**src/design/lpr_pkg.sv**
```systemverilog
`timescale 1ns / 1ps
// ----------------------------------------------------------------------------
// LRU page replacement package
// Shared constants, types and the sequencer state encoding.
// ----------------------------------------------------------------------------
package lpr_pkg;

  localparam int MAX_FRAMES = 16;
  localparam int PAGE_BITS  = 16;
  localparam int FRAME_W    = $clog2(MAX_FRAMES);
  localparam int COUNT_W    = $clog2(MAX_FRAMES + 1);
  localparam int FAULT_W    = 32;
  localparam int CFG_W      = 5;
  localparam int APB_DW     = 32;
  localparam int APB_AW     = 3;
  localparam int TREE_NODES = 2 * MAX_FRAMES - 1;
  localparam int TREE_W     = $clog2(TREE_NODES);

  localparam logic [FRAME_W-1:0] RANK_MAX      = FRAME_W'(MAX_FRAMES - 1);
  localparam logic [CFG_W-1:0]   FRAMES_RESET  = CFG_W'(4);
  // Register index of frames_in_use in the configuration space.
  localparam logic               REG_FRAMES    = 1'b0;

  typedef logic [PAGE_BITS-1:0] page_t;
  typedef logic [FRAME_W-1:0]   frame_t;

  typedef enum logic [1:0] {
    ST_IDLE,
    ST_LOOKUP,
    ST_VICTIM,
    ST_UPDATE
  } lpr_state_e;

  // Strobes from the sequencer to the datapath of the back end.
  typedef struct packed {
    logic pop;
    logic lookup;
    logic victim;
    logic update;
  } lpr_ctrl_t;

endpackage

```
**src/design/lpr_if.sv**
```systemverilog
`timescale 1ns / 1ps
// ----------------------------------------------------------------------------
// LRU page replacement channel interfaces
// Valid/ready channels for page references and replacement results.
// ----------------------------------------------------------------------------
interface lpr_in_if;
  logic           valid;
  logic           ready;
  lpr_pkg::page_t page;

  modport source (output valid, output page, input ready);
  modport sink   (input valid, input page, output ready);
endinterface

interface lpr_out_if;
  logic                         valid;
  logic                         ready;
  logic                         hit;
  lpr_pkg::frame_t              frame;
  logic                         evicted_valid;
  lpr_pkg::page_t               evicted_page;
  logic [lpr_pkg::FAULT_W-1:0]  fault_count;

  modport source (output valid, output hit, output frame, output evicted_valid,
                  output evicted_page, output fault_count, input ready);
  modport sink   (input valid, input hit, input frame, input evicted_valid,
                  input evicted_page, input fault_count, output ready);
endinterface

```
**src/design/lpr_front.sv**
```systemverilog
`timescale 1ns / 1ps
// ----------------------------------------------------------------------------
// LRU page replacement front end
// Accepts page references into a two-entry queue toward the back end.
// ----------------------------------------------------------------------------
module lpr_front (
  input  logic clk_i,
  input  logic rst_ni,
  lpr_in_if.sink   in_if,
  lpr_in_if.source q_if
);
  import lpr_pkg::*;

  localparam int DEPTH = 2;

  page_t      buf_q [DEPTH];
  logic       wr_ptr_q, rd_ptr_q;
  logic [1:0] count_q;
  logic       push, pop;

  // The queue takes a transfer whenever a slot is free.
  assign in_if.ready = (count_q != 2'(DEPTH));
  assign q_if.valid  = (count_q != 2'd0);
  assign q_if.page   = buf_q[rd_ptr_q];

  assign push = in_if.valid & in_if.ready;
  assign pop  = q_if.valid & q_if.ready;

  // Queue pointers and fill count.
  always_ff @(posedge clk_i or negedge rst_ni) begin
    if (!rst_ni) begin
      wr_ptr_q <= 1'b0;
      rd_ptr_q <= 1'b0;
      count_q  <= 2'd0;
    end else begin
      if (push) wr_ptr_q <= ~wr_ptr_q;
      if (pop)  rd_ptr_q <= ~rd_ptr_q;
      if (push && !pop) begin
        count_q <= count_q + 2'd1;
      end else if (pop && !push) begin
        count_q <= count_q - 2'd1;
      end
    end
  end

  // Queue storage.
  always_ff @(posedge clk_i) begin
    if (push) buf_q[wr_ptr_q] <= in_if.page;
  end

endmodule

```
**src/design/lpr_back.sv**
```systemverilog
`timescale 1ns / 1ps
// ----------------------------------------------------------------------------
// LRU page replacement back end
// Frame table, lookup, victim search, recency update and result register.
// ----------------------------------------------------------------------------
module lpr_back (
  input  logic                      clk_i,
  input  logic                      rst_ni,
  input  logic [lpr_pkg::CFG_W-1:0] frames_in_use_i,
  lpr_in_if.sink                    q_if,
  lpr_out_if.source                 out_if
);
  import lpr_pkg::*;

  lpr_state_e state_q, state_d;
  lpr_ctrl_t  ctrl;

  // Frame table.
  logic              valid_q [MAX_FRAMES];
  page_t             page_q  [MAX_FRAMES];
  frame_t            rank_q  [MAX_FRAMES];
  logic [FAULT_W-1:0] faults_q;

  // Item being worked on.
  page_t  cur_page_q;
  logic   hit_q, found_q;
  frame_t idx_q;

  // Result register.
  logic               out_valid_q;
  logic               out_hit_q, out_ev_valid_q;
  frame_t             out_frame_q;
  page_t              out_ev_page_q;
  logic [FAULT_W-1:0] out_faults_q;

  // Clamp the frame count to one through MAX_FRAMES.
  logic [COUNT_W-1:0] n_eff;
  always_comb begin
    if (frames_in_use_i == '0) begin
      n_eff = COUNT_W'(1);
    end else if (frames_in_use_i > CFG_W'(MAX_FRAMES)) begin
      n_eff = COUNT_W'(MAX_FRAMES);
    end else begin
      n_eff = COUNT_W'(frames_in_use_i);
    end
  end

  logic active [MAX_FRAMES];
  always_comb begin
    for (int j = 0; j < MAX_FRAMES; j++) begin
      active[j] = (COUNT_W'(j) < n_eff);
    end
  end

  // Parallel lookup: lowest matching frame and lowest empty frame.
  logic   hit_c, found_c;
  frame_t hit_idx_c, empty_idx_c;
  always_comb begin
    hit_c       = 1'b0;
    found_c     = 1'b0;
    hit_idx_c   = '0;
    empty_idx_c = '0;
    for (int j = MAX_FRAMES - 1; j >= 0; j--) begin
      if (active[j] && valid_q[j] && (page_q[j] == cur_page_q)) begin
        hit_c     = 1'b1;
        hit_idx_c = FRAME_W'(j);
      end
      if (active[j] && !valid_q[j]) begin
        found_c     = 1'b1;
        empty_idx_c = FRAME_W'(j);
      end
    end
  end

  // Oldest frame by a comparison tree; the left (lower) side wins a tie.
  // Frames outside the count carry key zero and always sit right of frame 0.
  logic [FRAME_W:0] tr_key [TREE_NODES];
  frame_t           tr_idx [TREE_NODES];
  always_comb begin
    for (int j = 0; j < MAX_FRAMES; j++) begin
      tr_key[MAX_FRAMES - 1 + j] = active[j] ? {1'b1, rank_q[j]} : '0;
      tr_idx[MAX_FRAMES - 1 + j] = FRAME_W'(j);
    end
    for (int i = MAX_FRAMES - 2; i >= 0; i--) begin
      if (tr_key[2*i+2] > tr_key[2*i+1]) begin
        tr_key[i] = tr_key[2*i+2];
        tr_idx[i] = tr_idx[2*i+2];
      end else begin
        tr_key[i] = tr_key[2*i+1];
        tr_idx[i] = tr_idx[2*i+1];
      end
    end
  end

  // Rank of the chosen frame before the update; an empty fill ages everyone.
  logic [FRAME_W:0] old_rank;
  assign old_rank = (!hit_q && found_q) ? (FRAME_W+1)'(MAX_FRAMES)
                                        : {1'b0, rank_q[idx_q]};

  logic ev_valid_c;
  assign ev_valid_c = !hit_q && !found_q;

  logic [FAULT_W-1:0] faults_next;
  assign faults_next = (!hit_q && (faults_q != '1)) ? faults_q + FAULT_W'(1) : faults_q;

  // Sequencer: next state.
  always_comb begin
    state_d = state_q;
    unique case (state_q)
      ST_IDLE: begin
        if (q_if.valid && (!out_valid_q || out_if.ready)) state_d = ST_LOOKUP;
      end
      ST_LOOKUP: begin
        state_d = (hit_c || found_c) ? ST_UPDATE : ST_VICTIM;
      end
      ST_VICTIM: state_d = ST_UPDATE;
      ST_UPDATE: state_d = ST_IDLE;
      default:   state_d = ST_IDLE;
    endcase
  end

  // Sequencer: strobes.
  always_comb begin
    ctrl = '0;
    unique case (state_q)
      ST_IDLE:   ctrl.pop    = q_if.valid && (!out_valid_q || out_if.ready);
      ST_LOOKUP: ctrl.lookup = 1'b1;
      ST_VICTIM: ctrl.victim = 1'b1;
      ST_UPDATE: ctrl.update = 1'b1;
      default:   ctrl = '0;
    endcase
  end

  assign q_if.ready = ctrl.pop;

  always_ff @(posedge clk_i or negedge rst_ni) begin
    if (!rst_ni) begin
      state_q <= ST_IDLE;
    end else begin
      state_q <= state_d;
    end
  end

  // Per-item working registers.
  always_ff @(posedge clk_i) begin
    if (ctrl.pop) cur_page_q <= q_if.page;
    if (ctrl.lookup) begin
      hit_q   <= hit_c;
      found_q <= found_c;
      idx_q   <= hit_c ? hit_idx_c : empty_idx_c;
    end else if (ctrl.victim) begin
      idx_q <= tr_idx[0];
    end
  end

  // Valid bits, recency ranks and fault counter.
  always_ff @(posedge clk_i or negedge rst_ni) begin
    if (!rst_ni) begin
      for (int j = 0; j < MAX_FRAMES; j++) begin
        valid_q[j] <= 1'b0;
        rank_q[j]  <= '0;
      end
      faults_q <= '0;
    end else if (ctrl.update) begin
      for (int j = 0; j < MAX_FRAMES; j++) begin
        if (FRAME_W'(j) == idx_q) begin
          rank_q[j] <= '0;
        end else if (active[j] && valid_q[j] && ({1'b0, rank_q[j]} < old_rank) &&
                     (rank_q[j] < RANK_MAX)) begin
          rank_q[j] <= rank_q[j] + FRAME_W'(1);
        end
      end
      if (!hit_q) valid_q[idx_q] <= 1'b1;
      faults_q <= faults_next;
    end
  end

  // Page numbers; only read while the frame's valid bit is set.
  always_ff @(posedge clk_i) begin
    if (ctrl.update && !hit_q) page_q[idx_q] <= cur_page_q;
  end

  // Result register: holds until the sink takes the transfer.
  always_ff @(posedge clk_i or negedge rst_ni) begin
    if (!rst_ni) begin
      out_valid_q <= 1'b0;
    end else if (ctrl.update) begin
      out_valid_q <= 1'b1;
    end else if (out_if.ready) begin
      out_valid_q <= 1'b0;
    end
  end

  always_ff @(posedge clk_i) begin
    if (ctrl.update) begin
      out_hit_q      <= hit_q;
      out_frame_q    <= idx_q;
      out_ev_valid_q <= ev_valid_c;
      out_ev_page_q  <= ev_valid_c ? page_q[idx_q] : '0;
      out_faults_q   <= faults_next;
    end
  end

  assign out_if.valid         = out_valid_q;
  assign out_if.hit           = out_hit_q;
  assign out_if.frame         = out_frame_q;
  assign out_if.evicted_valid = out_ev_valid_q;
  assign out_if.evicted_page  = out_ev_page_q;
  assign out_if.fault_count   = out_faults_q;

endmodule

```
**src/design/lru_page_replacement_unit.sv**
```systemverilog
`timescale 1ns / 1ps
// A reference passes through the front-end queue and then the back-end states pop,
// lookup, victim search and update; a hit or an empty-frame fill skips the search.
// The single back-end sequencer that owns the frame table handles one reference at
// a time, while the front-end queue takes new references as long as a slot is free.
// Reset: frames empty, ranks and fault count zero, frames_in_use set to 4.
// ----------------------------------------------------------------------------
// LRU page replacement unit
// Fully associative frame set with LRU replacement and an APB config port.
// ----------------------------------------------------------------------------
module lru_page_replacement_unit (
  input  logic                       clk_i,
  input  logic                       rst_ni,
  lpr_in_if.sink                     in_if,
  lpr_out_if.source                  out_if,
  input  logic                       psel,
  input  logic                       penable,
  input  logic                       pwrite,
  input  logic [lpr_pkg::APB_AW-1:0] paddr,
  input  logic [lpr_pkg::APB_DW-1:0] pwdata,
  output logic [lpr_pkg::APB_DW-1:0] prdata,
  output logic                       pready
);
  import lpr_pkg::*;

  logic [CFG_W-1:0] frames_in_use_q;
  logic             cfg_wr;

  // Configuration register; address 4 and above hold nothing.
  assign pready = 1'b1;
  assign cfg_wr = psel & penable & pwrite & pready & (paddr[2] == REG_FRAMES);

  always_ff @(posedge clk_i or negedge rst_ni) begin
    if (!rst_ni) begin
      frames_in_use_q <= FRAMES_RESET;
    end else if (cfg_wr) begin
      frames_in_use_q <= pwdata[CFG_W-1:0];
    end
  end

  assign prdata = (paddr[2] == REG_FRAMES) ? APB_DW'(frames_in_use_q) : '0;

  // Queue between the front and back ends.
  lpr_in_if q_if ();

  lpr_front u_front (
    .clk_i  (clk_i),
    .rst_ni (rst_ni),
    .in_if  (in_if),
    .q_if   (q_if.source)
  );

  lpr_back u_back (
    .clk_i           (clk_i),
    .rst_ni          (rst_ni),
    .frames_in_use_i (frames_in_use_q),
    .q_if            (q_if.sink),
    .out_if          (out_if)
  );

endmodule

```
**src/flat_wrapper.sv**
```systemverilog
// flat-port wrapper written by rule: the top's interface ports become plain ports
module lru_page_replacement_unit_flat import lpr_pkg::*;
  (clk_i, rst_ni, psel, penable, pwrite, paddr, pwdata, prdata, pready, in_if_valid, in_if_page, in_if_ready, out_if_valid, out_if_hit, out_if_frame, out_if_evicted_valid, out_if_evicted_page, out_if_fault_count, out_if_ready);
  lpr_in_if in_if_i ();
  lpr_out_if out_if_i ();
  input  logic clk_i;
  input  logic rst_ni;
  input  logic psel;
  input  logic penable;
  input  logic pwrite;
  input  logic [lpr_pkg::APB_AW-1:0] paddr;
  input  logic [lpr_pkg::APB_DW-1:0] pwdata;
  output logic [lpr_pkg::APB_DW-1:0] prdata;
  output logic pready;
  input wire logic [$bits(in_if_i.valid)-1:0] in_if_valid;
  input wire logic [$bits(in_if_i.page)-1:0] in_if_page;
  output wire logic [$bits(in_if_i.ready)-1:0] in_if_ready;
  output wire logic [$bits(out_if_i.valid)-1:0] out_if_valid;
  output wire logic [$bits(out_if_i.hit)-1:0] out_if_hit;
  output wire logic [$bits(out_if_i.frame)-1:0] out_if_frame;
  output wire logic [$bits(out_if_i.evicted_valid)-1:0] out_if_evicted_valid;
  output wire logic [$bits(out_if_i.evicted_page)-1:0] out_if_evicted_page;
  output wire logic [$bits(out_if_i.fault_count)-1:0] out_if_fault_count;
  input wire logic [$bits(out_if_i.ready)-1:0] out_if_ready;
  assign in_if_i.valid = in_if_valid;
  assign in_if_i.page = in_if_page;
  assign in_if_ready = in_if_i.ready;
  assign out_if_valid = out_if_i.valid;
  assign out_if_hit = out_if_i.hit;
  assign out_if_frame = out_if_i.frame;
  assign out_if_evicted_valid = out_if_i.evicted_valid;
  assign out_if_evicted_page = out_if_i.evicted_page;
  assign out_if_fault_count = out_if_i.fault_count;
  assign out_if_i.ready = out_if_ready;
  lru_page_replacement_unit u_core (.clk_i(clk_i), .rst_ni(rst_ni), .in_if(in_if_i), .out_if(out_if_i), .psel(psel), .penable(penable), .pwrite(pwrite), .paddr(paddr), .pwdata(pwdata), .prdata(prdata), .pready(pready));
endmodule
```
**config.mk**
```make
export PLATFORM = sky130hd
export DESIGN_NAME = lru_page_replacement_unit_flat
export DESIGN_NICKNAME = d
export VERILOG_FILES = /design/src/design/lpr_pkg.sv /design/src/design/lpr_if.sv /design/src/design/lpr_front.sv /design/src/design/lpr_back.sv /design/src/design/lru_page_replacement_unit.sv /design/src/flat_wrapper.sv
export SDC_FILE = /design/constraint.sdc
export NUM_CORES = 1
export LEC_CHECK = 0
export BUFFER_PORTS_ARGS = -buffer_cell sky130_fd_sc_hd__buf_2
export CORE_AREA = 2 2 231 233
export DETAILED_ROUTE_END_ITERATION = 10
export DIE_AREA = 0 0 233 235
export GPL_ROUTABILITY_DRIVEN = 0
export HOLD_SLACK_MARGIN = 0.15
export PLACE_DENSITY = 0.72
export SYNTH_ARGS = -nofsm -noshare
export SYNTH_HDL_FRONTEND = slang
export SYNTH_SLANG_ARGS = --single-unit
```
**constraint.sdc**
```tcl
create_clock -name clk_i -period 8.58 [get_ports clk_i]
set_input_delay 0.858 -clock clk_i [delete_from_list [all_inputs] [get_ports clk_i]]
set_output_delay 0.858 -clock clk_i [all_outputs]
set_load 0.01 [all_outputs]
```
# Yosys cells after proc, flatten, opt, wreduce, memory -nomap -nowiden
# Memory sizes are Yosys's and may differ from the RTL's. A register that Yosys moved wholly into a read port is not among the register bits.
# Cells that the tools add are included.
[classes]
add_sub_neg = 19
n_lt_le_gt_ge = 66
eq_ne = 37
n_mux = 169
n_bitwise = 11
n_reduce_logical = 152
[op_table]
columns = ["op", "n"]
rows = [
  ["2-to-1 mux 4 bit", 76],
  ["== test 16 bit", 16],
  ["2-to-1 mux 5 bit", 34],
  ["logical AND 1 bit", 88],
  ["less-than comparator 4 x 5 -> 1 bit", 16],
  ["greater-than comparator 5 bit", 15],
  ["adder 4 x 1 -> 4 bit, second input constant", 16],
  ["less-than comparator 4 bit, second input constant", 16],
  ["2-to-1 mux 1 bit", 52],
  ["less-than comparator 4 x 5 -> 1 bit, first input constant", 8],
  ["nonzero test 2 bit", 20],
  ["AND reduction 2 bit", 17],
  ["adder 32 x 1 -> 32 bit, second input constant", 1],
  ["== test 4 bit, first input constant", 8],
  ["2-to-1 mux 32 bit", 1],
  ["!= test 32 bit, second input constant", 1],
  ["logical NOT 1 bit", 22],
  ["less-than comparator 3 x 5 -> 1 bit, first input constant", 4],
  ["binary-select mux 4 bit (select 4 bit)", 1],
  ["== test 3 x 4 -> 1 bit, first input constant", 4],
  ["OR 16 bit", 1],
  ["less-than comparator 1 x 5 -> 1 bit, first input constant", 2],
  ["less-than comparator 2 x 5 -> 1 bit, first input constant", 2],
  ["== test 2 x 4 -> 1 bit, first input constant", 2],
  ["other kinds (19)", 31],
]
[word_totals]
ff_bits = 168
ramBits = 288
out_inout_bits = 89
mem_count = 2
[mem_list]
columns = ["name", "words", "word_bits", "rd", "rd_ports_with_merged_regs", "wr", "line_no", "rtl"]
rows = [
  ["u_core.u_back.page_q", 16, 16, 17, 1, 1, "lpr_back.sv:20", "page_t page_q [MAX_FRAMES];"],
  ["u_core.u_front.buf_q", 2, 16, 1, 1, 1, "lpr_front.sv:16", "page_t buf_q [DEPTH];"],
]

# Depth between registers and ports, before layout
# Gate-level depths: netlist of run 1.
[depth]
word_depth = 25
mapped_depth = 44
mapped_depth_nobuf = 42

# Cells and area by module
# A second synthesis of run 1 with hierarchy kept.
[unflattened]
hier_cells = 2443
hier_area_um2 = 28875.2
[modules_own_cells]
columns = ["module", "n_inst", "cells_per_inst", "area_each_um2", "seq_area_each_um2"]
rows = [
  ["lpr_back", 1, 2329, 27004.6, 12847.3],
  ["lpr_front", 1, 68, 1402.6, 1061.0],
  ["lru_page_replacement_unit", 1, 46, 467.9, 126.4],
]

# Least setup slack after synthesis of run 1
# No wires, ideal clock.
[synth_path]
kind = "flip-flop to flip-flop"
start = "register u_core.frames_in_use_q[4]"
end = "register u_core.u_back.idx_q[2] (data pin)"
arrival_ns = 7.152
setup_slack_ns = 1.174
path_stages_with_launch = 41
path_buffers = 2
cell_sequence = "dfrtp_1 buf_2 nor2_4 inv_4 nor2_2 inv_2 buf_2 nor2_1 nor2b_1 ha_1 nor2b_1 o21a_1 o21a_1 o21ai_1 mux2i_1 ha_1 nor2b_1 o21ai_0 (+5 left out) ha_1 nor2b_1 o21a_1 o21ai_0 nand2b_1 a21oi_1 a31oi_1 nor2_1 a21oi_1 ha_1 nor2b_1 o21a_1 o21a_1 o21a_1 o22ai_1 mux2i_1 nor2_1 a21o_1"
[synth_via]
elab_chain_len = 24
word_cells_on_any_way = 167
cone_classes = "order compare: 32; mux: 86; reduce/logical: 49"
[synth_rtl]
columns = ["item", "line_no", "rtl"]
rows = [
  ["from (decl)", "lru_page_replacement_unit.sv:26", "logic [CFG_W-1:0] frames_in_use_q;"],
  ["from (signal assigned)", "lru_page_replacement_unit.sv:37", "frames_in_use_q <= pwdata[CFG_W-1:0];"],
  ["greater-than comparator 5 bit", "lpr_back.sv:41", "end else if (frames_in_use_i > CFG_W'(MAX_FRAMES)) begin"],
  ["2-to-1 mux 5 bit", "lpr_back.sv:41", ""],
  ["2-to-1 mux 5 bit *", "lpr_back.sv:39", "if (frames_in_use_i == '0) begin"],
  ["parallel branches: the longest is 20 deep, another holds less-than comparator 4 x 5 -> 1 bit", "-", ""],
  ["2-to-1 mux 4 bit *", "lpr_back.sv:147", "if (ctrl.lookup) begin"],
  ["to (signal assigned)", "lpr_back.sv:150", "idx_q <= hit_c ? hit_idx_c : empty_idx_c;"],
  ["to (signal assigned)", "lpr_back.sv:152", "idx_q <= tr_idx[0];"],
  ["to (decl)", "lpr_back.sv:27", "frame_t idx_q;"],
]
# Mark *: on every way between the ends. The select of a mux whose other input is x is not followed.
# A chain may end at the register's enable or synchronous reset.

# Worst setup path in the final report of run 1
[layout_path]
start = "register u_core.frames_in_use_q[2]"
end = "register u_core.u_back.idx_q[1] (data pin)"
# The elaborated chain is that of the path after synthesis.

==> results_dict.tcl, run 1 <==
set metrics [dict create \
    place_inst 3105 \
    pin_count 147 \
    async_reset_ff_share_pct 25.41 \
    avgRoutedWirePerCell_microns 23.28 \
    grt_overflow 0 \
    rsz0062_at_grt "false" \
    ctsHoldBuffers 0 \
    power.net_switching_uw 4891 \
    peakVddDrop_uv 239.4 \
    syn_area_sq_mm 0.02854 \
    p_clk_share_pct 19.9 \
    htree_levels 2 \
    clk_latency_ps 630 \
    synth.area.top_cells "edfxtp_1 (38%), dfrtp_1 (11%), mux4_2 (7.8%), ha_1 (6.3%), xnor2_1 (5.9%)" \
    regArea_sq_mm 0.01403 \
    drt-pass1-iter-count 6 \
    grt_util_all_layers_pct 27.29 \
    clk_pin_slew_worst_paths_ps 60 \
    crit_path_start "u_core.frames_in_use_q[2]" \
    slew_headroom_pct 28.59 \
    swShare_pct 41.33 \
    grt_pass1_vias 19750 \
    synth_cell_types 86 \
    vias 20270 \
    fin_worst_skew_ps 19.15 \
    crit_path_end_kind "register" \
    grt_pass1_wl_microns 114800 \
    worstSetupPathType "reg2reg" \
    powerDensity_mw_per_mm2 376.0 \
    core_sq_mm 0.05224 \
    synth_cells 2376 \
    worstPathRequired_ps 9050 \
    clock.fmax_ghz 0.1257 \
    critPathSlowestCell "dfstp_2" \
    synth.avg_cell_area_sq_um 12.01 \
    rows 84 \
    final_area_sq_mm 0.03147 \
    r2r_start "u_core.frames_in_use_q[2]" \
    cpPeakStageDelay_ps 750 \
    clockBufferDepth 3 \
    port_buffers 89 \
    period_share_pct 92.74 \
    nets 2673 \
    drc 0 \
    hold_class "in2async" \
    synth_edf_count 364 \
    leakage_uw 0.01190 \
    hold_slack_ps 346.0 \
    maxSlewViolCount 0 \
    cts_buffers 52 \
    setup_viol 0 \
    pwr-share-seq_pct 29.2 \
    fin_setup_tns_ps 0 \
    finalHoldViolations 0 \
    routed_via_density 6.333 \
    dieArea_sq_mm 0.05476 \
    post_cts_buffers 0 \
    seq_area_frac_synth_pct 49.17 \
    power.internal_uw 6941 \
    fin_crit_ps 7958 \
    drt_iter0_markers 2504 \
    pwr-share-comb_pct 50.9 \
    die_h_microns 235 \
    drive_above_1_share_pct 15.88 \
    area_growth_pct 10.25 \
    outcome "complete, no violations" \
    synth_top_area_share_pct 38.30 \
    cap_violations 0 \
    multi_input_area_sq_mm 0.01368 \
    critPathMaxFanout 13 \
    fin_cells 3200 \
    worstSetupStartpointType "register" \
    yosys_warnings 0 \
    nFillCells 4056 \
    cts_tree "done" \
    synth-seq-cells 488 \
    dp_hpwl_microns 52710 \
    cts.sinks 488 \
    ant_nets 0 \
    die_x_microns 233 \
    tightest_slew_ps 1069 \
    rr_worst_depth 33 \
    finish.utilization_pct 60.24 \
    start_util_pct 54.64 \
    cp.arrival_ps 8430 \
    cts-root-buf "clkbuf_16" \
    post_dp_cell_area_sq_mm 0.02968 \
    grt_max_degree 93 \
    n_antenna_cell 0 \
    wl_microns 74490 \
    yosys.area.top_type "edfxtp_1" \
    ys.flop_type "edfxtp_1" \
    antenna_found_initial 1 \
]
-- path summary, 6_finish.rpt --
| kind | end | slack, ps |
|---|---|---|
| setup / recovery | u_core.u_back.idx_q[1] | 620 |
| hold / removal | u_core.u_back.faults_q[20] | 350 |
| setup reg to reg | u_core.u_back.idx_q[1] | 620 |
| hold reg to reg | u_core.u_front.wr_ptr_q | 500 |
| max in group asynchronous | u_core.u_back.rank_q[16] | 6790 |
| min in group clk_i | u_core.u_front.buf_q[1][1] | 430 |
-- worst max-delay path, delay by kind of cell (launching register included) --
kind                       cells  cell delay (ps)
DFF                            1              750
buffers and inverters          1              200
muxes                          3             1070
AOI/OAI and AO/OA             15             2890
adders and majority gates      4             1250
and+or+nand+nor               10             1660
-- cell usage in the layout (no fill, tap or decap), types with 21 or more instances in the layout --
| cell | n |
|---|---|
| nor4_1 | 52 |
| inv_1 | 61 |
| xor2_1 | 143 |
| buf_2 | 88 |
| conb_1 | 29 |
| edfxtp_1 | 364 |
| nand3_1 | 74 |
| mux2_2 | 38 |
| clkbuf_16 | 53 |
| buf_4 | 52 |
| and2_1 | 44 |
| nand2_1 | 212 |
| nand4_1 | 64 |
| o21ai_1 | 22 |
| and3_1 | 28 |
| a21o_1 | 21 |
| nor2_1 | 126 |
| mux4_2 | 99 |
| nor2b_1 | 29 |
| ha_1 | 143 |
| xnor2_1 | 192 |
| dfrtp_1 | 123 |
| nand2b_1 | 25 |
| mux2i_1 | 38 |
| o21ai_0 | 64 |
| a21oi_1 | 49 |
-- per-stage QoR --
step,setup WS [ps],power (uW)
floorplan,1174,7605
global placement,928.3,9192
detailed placement,774.4,9407
CTS,730.9,11770
global route,158.6,12500
finish,622.5,11830
-- synth_stat cells, types with 17 or more instances --
| cell type | instances |
|---|---|
| buf_4 | 45 |
| nand3_1 | 74 |
| xnor2_1 | 192 |
| nor4_1 | 53 |
| edfxtp_1 | 364 |
| o22ai_1 | 18 |
| buf_2 | 30 |
| ha_1 | 144 |
| inv_1 | 61 |
| a21oi_1 | 49 |
| o21ai_0 | 64 |
| clkbuf_1 | 37 |
| and2_1 | 44 |
| and3_1 | 28 |
| a21o_1 | 21 |
| nand2_1 | 212 |
| xor2_1 | 143 |
| nor2_1 | 126 |
| mux2i_1 | 39 |
| o21ai_1 | 22 |
| nand2b_1 | 25 |
| nor2b_1 | 29 |
| a31oi_1 | 17 |
| dfrtp_1 | 123 |
| mux2_2 | 38 |
| mux4_2 | 99 |
| nand4_1 | 64 |
| o211ai_1 | 18 |
-- cells by family after synthesis --
kind of cell	synth area share, %
other	0.02631
and+or+nand+nor	13.08
buffers and inverters	3.349
muxes	10.72
DFF	49.17
xor gates and xnor gates	10.28
adders and majority gates	6.313
AOI/OAI and AO/OA	7.062
-- registers in the layout, indices dropped and copies added, names as in the netlist, 2 cells and up --
register and flops:
u_core.frames_in_use_q 5, u_core.u_back.idx_q 4, u_core.u_back.cur_page_q 16, u_core.u_back.rank_q 64, u_core.u_back.out_if.fault_count 32, u_core.u_back.faults_q 32
u_core.u_front.count_q 2, u_core.u_back.state_q 2, u_core.u_back.out_if.evicted_page 16, u_core.u_back.out_if.frame 4, u_core.u_back.valid_q 16, u_core.u_front.buf_q 32
u_core.u_back.page_q 256
-- layer usage --
metal	track usage (%)	vias up	routed length, microns
met5	0	-	0
met4	10.69	0	3068
met3	4.163	183	6468
met2	42.58	1062	34610
met1	38.55	10030	30340
li1	-	8992	-
-- repair_timing --
action	in CTS	in global routing
setup endpoints to repair	0	2
endpoints found under the hold margin	0	0
resized for setup	0	2
-- layout make-up --
class	instances	share of cell area, %
multi-input cells	1720	43.49
inverters	68	0.8191
flip-flops and latches	488	44.60
repair buffers	141	2.704
clock inverters	32	1.284
clock buffers	63	4.366
well taps	688	2.736
-- power groups by stage --
stage	combinational, uW	clock (uW)	sequential [uW]
finish	6030	2350	3460
global route	6520	2480	3500
CTS	5940	2380	3440
detailed placement	5920	0	3490
global placement	5720	0	3470
floorplan	4150	0	3460
(Power assumes the default switching activity.)
==> inputs of run 2 (changes only) <==
- CORE_AREA: 2 2 231 233 -> 2 2 233 235
- DIE_AREA: 0 0 233 235 -> 0 0 235 237
- SYNTH_HIERARCHICAL: default -> 1
==> run 2 against run 1 <==
  * Global-route usage rose by 0.68 points
  * Die area rose by 1.7%
  * Design area rose by 0.61%
  * First-iteration DRC count fell by 3.7%
  * Power fell by 2.8%
  * Sequential share of layout area fell by 0.27 points
  * Critical path depth fell by 2
  * Wire length rose by 5.9%
  * Critical endpoint is now u_core/u_back/idx_q[0]
  * Non-clock buffer count did not move
  * Clock-buffer cell count rose by 16
  * Synthesized cell count rose by 2.8%
==> results_dict.tcl, run 2 <==
set metrics [dict create \
    final_area_sq_mm 0.03166 \
    rsz0062_at_grt "false" \
    dr_wl_met3_microns 7236 \
    cts_buffers 52 \
    cap_violations 0 \
    maxSlewViolCount 0 \
    port_buffers 89 \
    critPathSlowestCell "dfrtp_1" \
    most-common-layout-cells "edfxtp_1 (364), nand2_1 (248), xnor2_1 (190), xor2_1 (142), ha_1 (142)" \
    crit_path_end_kind "register" \
    peakVddDrop_uv 274.0 \
    drive_above_1_share_pct 15.85 \
    yosys_warnings 6 \
    synth_top_area_share_pct 37.85 \
    die_h_microns 237 \
    synth-seq-cells 488 \
    grt_pass1_vias 20790 \
    cp.arrival_ps 8460 \
    pre_cts_slack_ps 630.9 \
    avgRoutedWirePerCell_microns 24.07 \
    top_layer "met5" \
    slew_headroom_pct 27.18 \
    fin_worst_skew_ps 27.73 \
    seq_area_frac_synth_pct 48.60 \
    grt_pass1_wl_microns 120200 \
    drt_iter0_markers 2411 \
    wl_microns 78880 \
    rows 85 \
    largest_register_ffs 256 \
    crit_top_cell "a21oi_1" \
    clock.fmax_ghz 0.1234 \
    n_antenna_cell 0 \
    hold_class "in2async" \
    synth.area.top_cells "edfxtp_1 (38%), dfrtp_1 (11%), mux4_2 (7.7%), ha_1 (6.2%), xnor2_1 (5.8%)" \
    cpPeakStageDelay_ps 750 \
    grt_overflow 0 \
    clk_pin_slew_worst_paths_ps 60 \
    synth_edf_count 364 \
    period_share_pct 94.43 \
    dr_wl_met2_microns 37200 \
    leakage_uw 0.01206 \
    vias 20910 \
    yosys.area.top_type "edfxtp_1" \
    clk_latency_ps 630 \
    ys.flop_type "edfxtp_1" \
    critPathMaxFanout 12 \
    powerDensity_mw_per_mm2 363.3 \
    worstPathRequired_ps 8940 \
    async_reset_ff_share_pct 25.41 \
    cts-root-buf "clkbuf_16" \
    outcome "complete, no violations" \
    reg2reg_setup_slack_ps 480 \
    synth_cells 2443 \
    dp_hpwl_microns 55740 \
    reg_top3 "u_core/u_back/page_q: 256 flops, u_core/u_back/rank_q: 64 flops" \
    drc 0 \
    antenna_found_initial 2 \
    fin_ws_ps 478.3 \
    final_common_cell "edfxtp_1" \
    clockBufferDepth 3 \
    fin_crit_ps 8102 \
    regMostFlops "u_core/u_back/page_q" \
    htree_levels 2 \
    setup_viol 0 \
    synth_cell_types 88 \
    ys_top_cells_by_count "edfxtp_1 (364), nand2_1 (248), xnor2_1 (190)" \
    worstSetupStartpointType "register" \
    pin_count 147 \
    tightest_slew_ps 1082 \
    post_dp_cell_area_sq_mm 0.02999 \
    synth.most_common_cell "edfxtp_1" \
    dieArea_sq_mm 0.05570 \
    worstSetupPathType "reg2reg" \
    fin_setup_tns_ps 0 \
    synth.avg_cell_area_sq_um 11.82 \
    nets 2738 \
    cts_tree "done" \
    routed_via_density 6.380 \
    cts.sinks 488 \
    drt-pass1-iter-count 8 \
    ant_nets 0 \
    start_util_pct 54.19 \
    grt_max_degree 75 \
    finish.utilization_pct 59.42 \
    finalHoldViolations 0 \
    die_x_microns 235 \
    core_sq_mm 0.05328 \
    syn_area_sq_mm 0.02888 \
    area_growth_pct 9.637 \
    grt_util_all_layers_pct 27.98 \
    wl_met1_microns 30600 \
]
[run 2: what timing repair did]
item | CTS | global route
endpoints found under the hold margin | 0 | 0
hold buffers | 0 | 0
resized for setup | 0 | 4
setup endpoints to repair | 0 | 1
buffers inserted | 0 | 0
[run 2: per-stage QoR]
step / cells / hold WS, ps / total power [uW]
3_3_place_gp: 3179 / 475.2 / 8911
6_report: 3277 / 291.1 / 11500
2_1_floorplan: 2469 / 420.6 / 7463
4_1_cts: 3277 / 297.2 / 11370
5_1_grt: 3277 / 340.5 / 12130
3_5_place_dp: 3179 / 486.4 / 9155
[run 2: power by group]
| part | internal [uW] | switching [uW] | leakage [uW] |
|---|---|---|---|
| sequential | 3090 | 408 | 0.00497 |
| clock | 1250 | 949 | 0.000793 |
| combinational | 2220 | 3580 | 0.00630 |
[run 2: metal layers]
| layer | track usage, % | up-vias |
|---|---|---|
| met5 | 0 | - |
| met4 | 13.39 | 4 |
| met3 | 4.861 | 222 |
| met2 | 45.12 | 1185 |
| met1 | 36.96 | 10280 |
| li1 | - | 9220 |
[run 2: worst max-delay path: cells and delay by family, from the launching register on]
family | cells | cell delay (ps)
adder cells (fa/ha/maj) | 4 | 1180
flip-flops | 1 | 750
buffers and inverters | 2 | 190
AND/OR/NAND/NOR | 9 | 1140
multiplexers | 2 | 870
AO/OA/AOI/OAI | 14 | 3700
[run 2: final cells by class]
| class | count | area, sq um |
|---|---|---|
| sequential | 488 | 14030 |
| clock inverter | 19 | 220.2 |
| inverter | 91 | 346.6 |
| timing repair buffer | 141 | 842.1 |
| multi-input combinational | 1763 | 13910 |
| clock buffer | 79 | 1433 |
| tap | 696 | 870.8 |
| fill | 4213 | 21620 |
[run 2: logic make-up (layout without fill, tap and decap cells)]
group                      count (synthesis)  in the layout  synth area share [%]
other                                      3             29               0.03900
xor gates and xnor gates                 332            332                 10.07
muxes                                    171            171                 10.50
DFF                                      488            488                 48.60
and+or+nand+nor                          778            778                 13.91
AOI/OAI and AO/OA                        310            310                 6.976
adders and majority gates                143            143                 6.196
buffers and inverters                    218            330                 3.696
[run 2: path summary, 6_finish.rpt]
| path | start | to | depth (start not counted) |
|---|---|---|---|
| max | u_core/frames_in_use_q[0] | u_core/u_back/idx_q[0] | 31 |
| min | rst_ni | u_core/u_back/rank_q[12] | 1 |
| max reg2reg | u_core/frames_in_use_q[0] | u_core/u_back/idx_q[0] | 31 |
| min reg2reg | u_core/u_front/wr_ptr_q | u_core/u_front/wr_ptr_q | 1 |
| max in group asynchronous | rst_ni | u_core/u_back/faults_q[17] | 2 |
| min in group clk_i | in_if_page[2] | u_core/u_front/buf_q[0][2] | 1 |
